===== config.mk =====
export PLATFORM = sky130hd
export DESIGN_NAME = rbes_ctrl
export DESIGN_NICKNAME = d
export VERILOG_FILES = /design/src/design/rbes_pkg.sv /design/src/design/rbes_ctrl.sv
export SDC_FILE = /design/constraint.sdc
export NUM_CORES = 1
export LEC_CHECK = 0
export ABC_AREA = 1
export BUFFER_PORTS_ARGS = -buffer_cell sky130_fd_sc_hd__buf_2
export CORE_MARGIN = 4
export CORE_UTILIZATION = 45
export CTS_CLUSTER_SIZE = 14
export DETAILED_ROUTE_END_ITERATION = 7
export PLACE_DENSITY = 0.74
export REMOVE_ABC_BUFFERS = 1
export SKIP_LAST_GASP = 1
export SYNTH_ARGS = -nofsm -noshare
export SYNTH_HDL_FRONTEND = slang
export SYNTH_SLANG_ARGS = --single-unit
export TNS_END_PERCENT = 5

===== constraint.sdc =====
create_clock -name clock -period 1.3 [get_ports clock]
set_clock_uncertainty 0.2 [all_clocks]
set_input_delay 0.13 -clock clock [delete_from_list [all_inputs] [get_ports clock]]
set_output_delay 0.13 -clock clock [all_outputs]
set_load 0.02 [all_outputs]

===== src/design/rbes_pkg.sv =====
// Package: request/response types, operation codes and register indexes.
`timescale 1ns / 1ps
`default_nettype none
package rbes_pkg;

   localparam int unsigned VAL_W  = 32;
   localparam int unsigned CAP_W  = 31;
   localparam int unsigned DT_W   = 17;
   localparam int unsigned OP_W   = 3;
   localparam int unsigned CSR_IDX_W = 3;
   localparam int unsigned SUM_W  = 64;
   localparam int unsigned ROOT_W = 32;

   localparam logic [VAL_W-1:0] GRAVITY_RESET = 32'hFF9E_0000;
   localparam logic [CAP_W-1:0] CAP_RESET     = 31'h7FFF_FFFF;

   typedef enum logic [OP_W-1:0] {
      OP_STEP    = 3'd0,
      OP_SET_VEL = 3'd1,
      OP_SET_ACC = 3'd2,
      OP_ADD_ACC = 3'd3,
      OP_ADD_VEL = 3'd4,
      OP_ADD_POS = 3'd5
   } op_type;

   typedef enum logic [CSR_IDX_W-1:0] {
      CSR_GRAVITY_ACCEL  = 3'd0,
      CSR_GRAVITY_ENABLE = 3'd1,
      CSR_VEL_CAP_X      = 3'd2,
      CSR_VEL_CAP_Y      = 3'd3,
      CSR_VEL_CAP_Z      = 3'd4,
      CSR_ACCEL_CAP      = 3'd5
   } csr_index_type;

   typedef struct packed {
      logic [OP_W-1:0]         operation;
      logic [DT_W-1:0]         time_step;
      logic signed [VAL_W-1:0] vec_x;
      logic signed [VAL_W-1:0] vec_y;
      logic signed [VAL_W-1:0] vec_z;
   } req_type;

   typedef struct packed {
      logic signed [VAL_W-1:0] pos_x;
      logic signed [VAL_W-1:0] pos_y;
      logic signed [VAL_W-1:0] pos_z;
      logic signed [VAL_W-1:0] vel_x;
      logic signed [VAL_W-1:0] vel_y;
      logic signed [VAL_W-1:0] vel_z;
      logic signed [VAL_W-1:0] acc_x;
      logic signed [VAL_W-1:0] acc_y;
      logic signed [VAL_W-1:0] acc_z;
   } rsp_type;

   typedef struct packed {
      logic signed [VAL_W-1:0] gravity_accel;
      logic                    gravity_enable;
      logic [CAP_W-1:0]        vel_cap_x;
      logic [CAP_W-1:0]        vel_cap_y;
      logic [CAP_W-1:0]        vel_cap_z;
      logic [CAP_W-1:0]        accel_cap;
   } csr_type;

   // Datapath commands from the controller.
   typedef enum logic [3:0] {
      CMD_IDLE,
      CMD_LOAD,      // snapshot velocity, clear a^2 sum
      CMD_SIMPLE,    // non-step operation
      CMD_POS,       // position += v*dt, one axis per cycle
      CMD_VEL,       // velocity += a*dt
      CMD_GRAV,      // gravity into acc y, velocity clamps
      CMD_SQ,        // accumulate a^2, one axis per cycle
      CMD_CHECK,     // compare against cap^2
      CMD_SQRT,      // one root step
      CMD_MUL,       // |a|*cap, one axis
      CMD_DIV,       // one quotient bit
      CMD_WB         // write scaled axis
   } cmd_type;

   typedef struct packed {
      cmd_type     cmd;
      logic [1:0]  axis;
   } ctl_type;

   typedef struct packed {
      logic over_cap;
      logic sqrt_done;
      logic div_done;
   } sts_type;

   function automatic logic signed [VAL_W-1:0] sat_add(
      input logic signed [VAL_W-1:0] a, input logic signed [VAL_W-1:0] b);
      logic signed [VAL_W:0] s;
      s = {a[VAL_W-1], a} + {b[VAL_W-1], b};
      if (s[VAL_W] != s[VAL_W-1])
         return s[VAL_W] ? {1'b1, {(VAL_W-1){1'b0}}} : {1'b0, {(VAL_W-1){1'b1}}};
      return s[VAL_W-1:0];
   endfunction

endpackage
`default_nettype wire


===== src/design/rbes_ctrl.sv =====
// Controller: sequences one request through the datapath.
`timescale 1ns / 1ps
`default_nettype none
module rbes_ctrl (
   input  wire logic             clock,
   input  wire logic             reset,
   input  wire logic             req_fire,
   input  wire logic             is_step,
   input  wire logic             rsp_fire,
   input  wire rbes_pkg::sts_type sts,
   output rbes_pkg::ctl_type     ctl,
   output logic                  busy,
   output logic                  rsp_valid
);
   typedef enum logic [3:0] {
      S_IDLE, S_LOAD, S_SIMPLE, S_POS, S_VEL, S_GRAV, S_SQ, S_CHECK,
      S_SQRT, S_MUL, S_DIV, S_WB, S_OUT
   } state_type;

   state_type  state_ff;
   logic [1:0] axis_ff;

   always_ff @(posedge clock) begin
      if (reset) begin
         state_ff <= S_IDLE;
         axis_ff  <= 2'd0;
      end else begin
         case (state_ff)
            S_IDLE: if (req_fire) state_ff <= S_LOAD;
            S_LOAD: begin
               axis_ff  <= 2'd0;
               state_ff <= is_step ? S_POS : S_SIMPLE;
            end
            S_SIMPLE: state_ff <= S_OUT;
            S_POS: begin
               axis_ff <= (axis_ff == 2'd2) ? 2'd0 : axis_ff + 2'd1;
               if (axis_ff == 2'd2) state_ff <= S_VEL;
            end
            S_VEL: begin
               axis_ff <= (axis_ff == 2'd2) ? 2'd0 : axis_ff + 2'd1;
               if (axis_ff == 2'd2) state_ff <= S_GRAV;
            end
            S_GRAV: state_ff <= S_SQ;
            S_SQ: begin
               axis_ff <= (axis_ff == 2'd2) ? 2'd0 : axis_ff + 2'd1;
               if (axis_ff == 2'd2) state_ff <= S_CHECK;
            end
            S_CHECK: state_ff <= sts.over_cap ? S_SQRT : S_OUT;
            S_SQRT: if (sts.sqrt_done) state_ff <= S_MUL;
            S_MUL: state_ff <= S_DIV;
            S_DIV: if (sts.div_done) state_ff <= S_WB;
            S_WB: begin
               axis_ff <= (axis_ff == 2'd2) ? 2'd0 : axis_ff + 2'd1;
               state_ff <= (axis_ff == 2'd2) ? S_OUT : S_MUL;
            end
            S_OUT: if (rsp_fire) state_ff <= S_IDLE;
            default: state_ff <= S_IDLE;
         endcase
      end
   end

   always_comb begin
      ctl.axis = axis_ff;
      case (state_ff)
         S_LOAD:   ctl.cmd = rbes_pkg::CMD_LOAD;
         S_SIMPLE: ctl.cmd = rbes_pkg::CMD_SIMPLE;
         S_POS:    ctl.cmd = rbes_pkg::CMD_POS;
         S_VEL:    ctl.cmd = rbes_pkg::CMD_VEL;
         S_GRAV:   ctl.cmd = rbes_pkg::CMD_GRAV;
         S_SQ:     ctl.cmd = rbes_pkg::CMD_SQ;
         S_CHECK:  ctl.cmd = rbes_pkg::CMD_CHECK;
         S_SQRT:   ctl.cmd = rbes_pkg::CMD_SQRT;
         S_MUL:    ctl.cmd = rbes_pkg::CMD_MUL;
         S_DIV:    ctl.cmd = rbes_pkg::CMD_DIV;
         S_WB:     ctl.cmd = rbes_pkg::CMD_WB;
         default:  ctl.cmd = rbes_pkg::CMD_IDLE;
      endcase
   end

   assign busy      = (state_ff != S_IDLE);
   assign rsp_valid = (state_ff == S_OUT);
endmodule
`default_nettype wire


**After elaboration in Yosys (flattened, before gate mapping)**

Memory sizes are Yosys's and may differ from the RTL's. A register that Yosys moved wholly into a read port is not among the register bits.
Index checks and enable logic that the tools add are counted.

- Register bits after elaboration: 6
- ROM bits: 64
- Input port bits: 8
- Output and inout bits: 8
- Word-level logic and storage cells: 44
- Memories: 1

- Add/subtract/negate cells: 1
- Eq/ne operators: 20
- Mux-type cells: 15
- Reduce and logical (&&, ||, !) cells: 5

Memories:

| memory | depth | bits a word | rd ports | clocked after memory_dff | wr ports | line | source |
|---|---|---|---|---|---|---|---|
| (no name shown) | 16 | 4 | 1 | 1 | 0 | rbes_ctrl.sv:64 | `case (state_ff)` |

Operators by type and width:

| operator | number |
|---|---|
| $pmux W4 S13 | 1 |
| $mux W4 | 9 |
| $eq A4 B4 Y1 const B | 5 |
| $eq A4 B3 Y1 const B | 4 |
| $ne A2 B2 Y1 const B | 7 |
| $eq A4 B2 Y1 const B | 2 |
| $reduce_and A7 Y1 | 1 |
| $mux W3 | 2 |
| $eq A4 B1 Y1 const B | 1 |
| $logic_not A4 Y1 | 1 |
| $pmux W2 S2 | 1 |
| $reduce_bool A4 Y1 | 1 |
| $reduce_or A4 Y1 | 1 |
| $add A2 B1 Y2 const B | 1 |
| $eq A2 B2 Y1 const B | 1 |
| $mux W2 | 1 |
| $reduce_bool A2 Y1 | 1 |
| $mux W1 | 1 |

**Logic depth before layout (Yosys ltp)**

- Depth after elaboration: 5
- Depth in mapped cells: 11
- Mapped depth without buffers: 11

**Worst setup path before layout**

No wires, ideal clock.

- Path type: reg-to-reg
- Start: reg axis_ff[1]
- End: reg, netlist name ctl[2]
- Setup time: 120 ps
- Arrival time: 1117 ps
- Required time: 980 ps
- Path slack: -137 ps
- Cell stages (with the launch flop): 6
- Path buffers: 0
- Clock period less this slack: 1437 ps
- Cells stage by stage: dfxtp_1 -> nand2_1 -> nand2_2 -> nand3_4 -> o21ai_0 -> nor2_1

- Word-level cells in the longest chain between the ends: 5
- Elaborated cells on any way between the ends: 9
- Classes of those cells: eq/ne (4); mux (4); reduce/logical (1)

Ends and longest elaborated chain:

| item | line | source |
|---|---|---|
| start, declared | rbes_ctrl.sv:21 | `logic [1:0] axis_ff;` |
| start signal, assigned | rbes_ctrl.sv:36 | `axis_ff <= (axis_ff == 2'd2) ? 2'd0 : axis_ff + 2'd1;` |
| start signal, assigned | rbes_ctrl.sv:40 | `axis_ff <= (axis_ff == 2'd2) ? 2'd0 : axis_ff + 2'd1;` |
| start signal, assigned | rbes_ctrl.sv:45 | `axis_ff <= (axis_ff == 2'd2) ? 2'd0 : axis_ff + 2'd1;` |
| $eq A2 B2 Y1 (*) | n/a |  |
| $mux W3 or $ne A2 B2 Y1 (tied branches) | n/a |  |
| $pmux W4 S13 or $reduce_and A7 Y1 (tied branches) | n/a |  |
| $mux W4 (no line) (*) (2 in a row) | n/a |  |

Mark *: on every way between the ends. The rest lies on a longest branch, timed or not.
A chain may end at the register's enable or synchronous reset.

**Final worst setup path**

- Start: reg state_ff[1]
- End: reg axis_ff[0]

- Word-level cells in the longest chain between the ends: 3
- Elaborated cells on any way between the ends: 8
- Classes of those cells: eq/ne (5); mux (1); reduce/logical (2)

Ends and longest elaborated chain:

| item | line | source |
|---|---|---|
| start, declared | rbes_ctrl.sv:20 | `state_type state_ff;` |
| start signal, assigned | rbes_ctrl.sv:32 | `state_ff <= is_step ? S_POS : S_SIMPLE;` |
| start signal, assigned | rbes_ctrl.sv:48 | `S_CHECK: state_ff <= sts.over_cap ? S_SQRT : S_OUT;` |
| start signal, assigned | rbes_ctrl.sv:54 | `state_ff <= (axis_ff == 2'd2) ? S_OUT : S_MUL;` |
| $eq A4 B3 Y1, or another cell as far along | rbes_ctrl.sv:28 | `case (state_ff)` |
| $reduce_or A4 Y1 (no line) | n/a |  |
| $pmux W2 S2 or $reduce_bool A2 Y1 (tied branches) | n/a |  |

Several ways; a longest one is shown, not always the timed one.

==> results.md <==
- Outcome: finished, violations left
- Violated checks: setup timing
- Top cells by area, synth: dfxtp_1, nand2_1, nand3_1, inv_1, nor2_1
- Clock Tree Buf Depth: 2
- DIE WIDTH: 45.47 um
- Fmax: 0.6730 GHz
- Reg2reg setup slack: -190 ps
- Worst VDD drop: 0.001799 V
- Leakage: 0.5219 nW
- Crit path max-delay family: simple AND/OR/NAND/NOR gates
- Die Height: 45.47 um
- Die area: 2068 um2
- Switching fraction of total power: 48.63%
- Top-area cell type share of the netlist area: 31.68%
- TritonCTS Buffers: 3
- N_diodes: 0
- Drt wl/cell: 12.29 um
- Sequential share of the synthesized area: 31.68%
- CP Launch Point: state_ff[1]
- Worst setup SP type: flip-flop
- Power Density: 2358 nW/um2
- Fillers: 115
- WS Path Type: reg -> reg
- DR iter-0 viols: 15
- RSZ-0062 raised after global routing: true
- Dpl hpwl: 1.350 mm
- Hold Path Depth: 5
- Combinational share of power: 67.2%
- Most frequent cells in the layout: nand2_1, buf_2, buf_4
- Final wirelength: 1.880 mm
- Part of the power in registers: 24.1%
- Warnings from Yosys: 0
- Total stage count of the critical path: 7
- Max_cap viols: 0
- Yosys cell types: 16
- Synth area leader: dfxtp_1
- P_int: 0.001154 W
- Worst Path Buf+Inv: 2
- Critical-path top delay cell: dfxtp_4
- Nets@finish: 148
- Gr usage total: 20.47%
- Gr ovfl total: 0
- Max incr delay on CP: 380 ps
- Sink Count: 10
- Synth Cell Area: 631.9 um2
- Hold WC Path Type: in -> reg
- DRT Pass-1 Iters: 4
- Final Worst Setup Slack: -185.8 ps
- Layout cells sized above 1: 45.65%
- Worst-path cell chain: nand2_1, inv_2, nand2_1, buf_4, nand3_1, nand3_1, a21oi_2
- Yosys reg bits: 10
- R2r startpoint: state_ff[1]
- # rows: 13
- DRC: 0
- Initial antenna violation count: 0
- Switching power: 0.001092 W
- Worst slew pin tran: 190.8 ps
- CTS clock-pin slew for the worst setup and hold paths: 60 ps
- Final Total Pwr: 0.002246 W
- Vias per cell: 5.131
- Final antenna-violating net count: 0
- IO Pins: 16
- CP max FO: 5
- CTS Root Buffer Type: clkbuf_4
- H-tree levels: 1
- Critical path endpoint category: flip-flop
- TritonCTS clock tree: done
- First-pass GRT wire length: 3.063 mm
- Worst R2R End: axis_ff[0]
- WP data arrival: 1480 ps
- Rel. slew slack: 87.28%
- Slew Limit Fails: 0
- Avg Cell Area, Syn: 6.135 um2
- Core Area: 1318 um2
- Final setup fails: 12
- Vias in the first global route: 738
- Clock share of power: 8.8%
- WHS: 91.83 ps
- Hold worst-path end: state_ff[0]
- Pre-CTS setup slack: -380.2 ps
- Largest net degree at the start of global routing: 8
- Fin crit period: 1486 ps
- Final Wtd Congestion: 0.8625
- P&R area growth vs syn: 50.69%
- Final core utilization: 72.27%
- Commonest non-fill, non-tap cell in the layout: nand2_1
- Via count: 785
- Post-Synthesis Cells: 103
- Final period utilization: 114.3%
- FF-to-FF path depth: 7
- Worst-Skew Late Latency: 250 ps
- Crit path required time: 1290 ps
- Port Buffers: 15
- Min-delay src: is_step
- Initial Util: 47.96%
- Final hold vios: 0
-- tightest hold or removal path, stage by stage --
cell and delay, ps:
buf_2 80, nand2_1 50, nand4_1 110, o21ai_2 70
nor2_1 70
-- registers in the layout (all words and copies together) (netlist names) --
signal and flops:
axis_ff 2, state_ff 4, ctl 4
-- layer usage --
| layer | GRT usage (%) | vias up | wire length, um |
|---|---|---|---|
| met1 | 23.92 | 357 | 782 |
| li1 | - | 393 | - |
| met3 | 3.162 | 10 | 71 |
| met4 | 15.20 | 0 | 79 |
| met5 | 0 | - | 0 |
| met2 | 33.15 | 25 | 947 |
-- power by group through the flow --
| stage | clock network (W) | registers [W] | logic (W) |
|---|---|---|---|
| floorplan | 0 | 0.000572 | 0.000763 |
| global placement | 0 | 0.000497 | 0.00128 |
| detailed placement | 0 | 0.000500 | 0.00132 |
| CTS | 0.000200 | 0.000535 | 0.00138 |
| global route | 0.000216 | 0.000555 | 0.00167 |
| finish | 0.000197 | 0.000541 | 0.00151 |
-- per-stage QoR --
step                      area (um2)  std cells  setup TNS (ps)
after floorplan                631.9        103          -742.0
after global placement         838.3        148           -2169
after detailed placement       838.3        148           -2543
after CTS                      914.6        152           -1701
after global routing           952.2        153           -2942
final                          952.2        153           -1820
-- Yosys cell counts (all sizes together) --
cell and n:
a21oi 4, dfxtp 10, inv 17, nand2 33, nand3 15, nand3b 1, nand4 1, nor2 18
nor3 2, o21ai 2
-- worst max-delay path by stage --
stage | to | slack (ps)
after global placement | ctl[5] | -340
after detailed placement | ctl[5] | -380
after global routing | ctl[5] | -290
after CTS | ctl[5] | -170
final | axis_ff[0] | -190
after floorplan | ctl[2] | -140
-- layout make-up --
cell class	count	area, um2	area share [%]
clock buffers	3	22.52	2.365
inverters	17	63.81	6.702
multi-input cells	76	425.4	44.68
flip-flops and latches	10	212.7	22.34
well taps	15	18.77	1.971
repair buffers	32	209.0	21.94
-- kinds of logic after synthesis --
logic type / synth area share [%]
AND/OR/NAND/NOR: 53.47
AO/OA/AOI/OAI: 4.753
flip-flops: 31.68
buffers and inverters: 10.10
-- what timing repair did --
| item | in CTS | in global routing |
|---|---|---|
| pin swaps | 4 | 6 |
| gates cloned | 0 | 0 |
| hold buffers | 1 | 0 |
| endpoints found under the hold margin | 4 | 0 |
| setup buffers | 0 | 1 |
| setup endpoints to repair | 12 | 12 |
| resized for setup | 17 | 10 |
No activity file was read; power rests on OpenSTA's default activity.
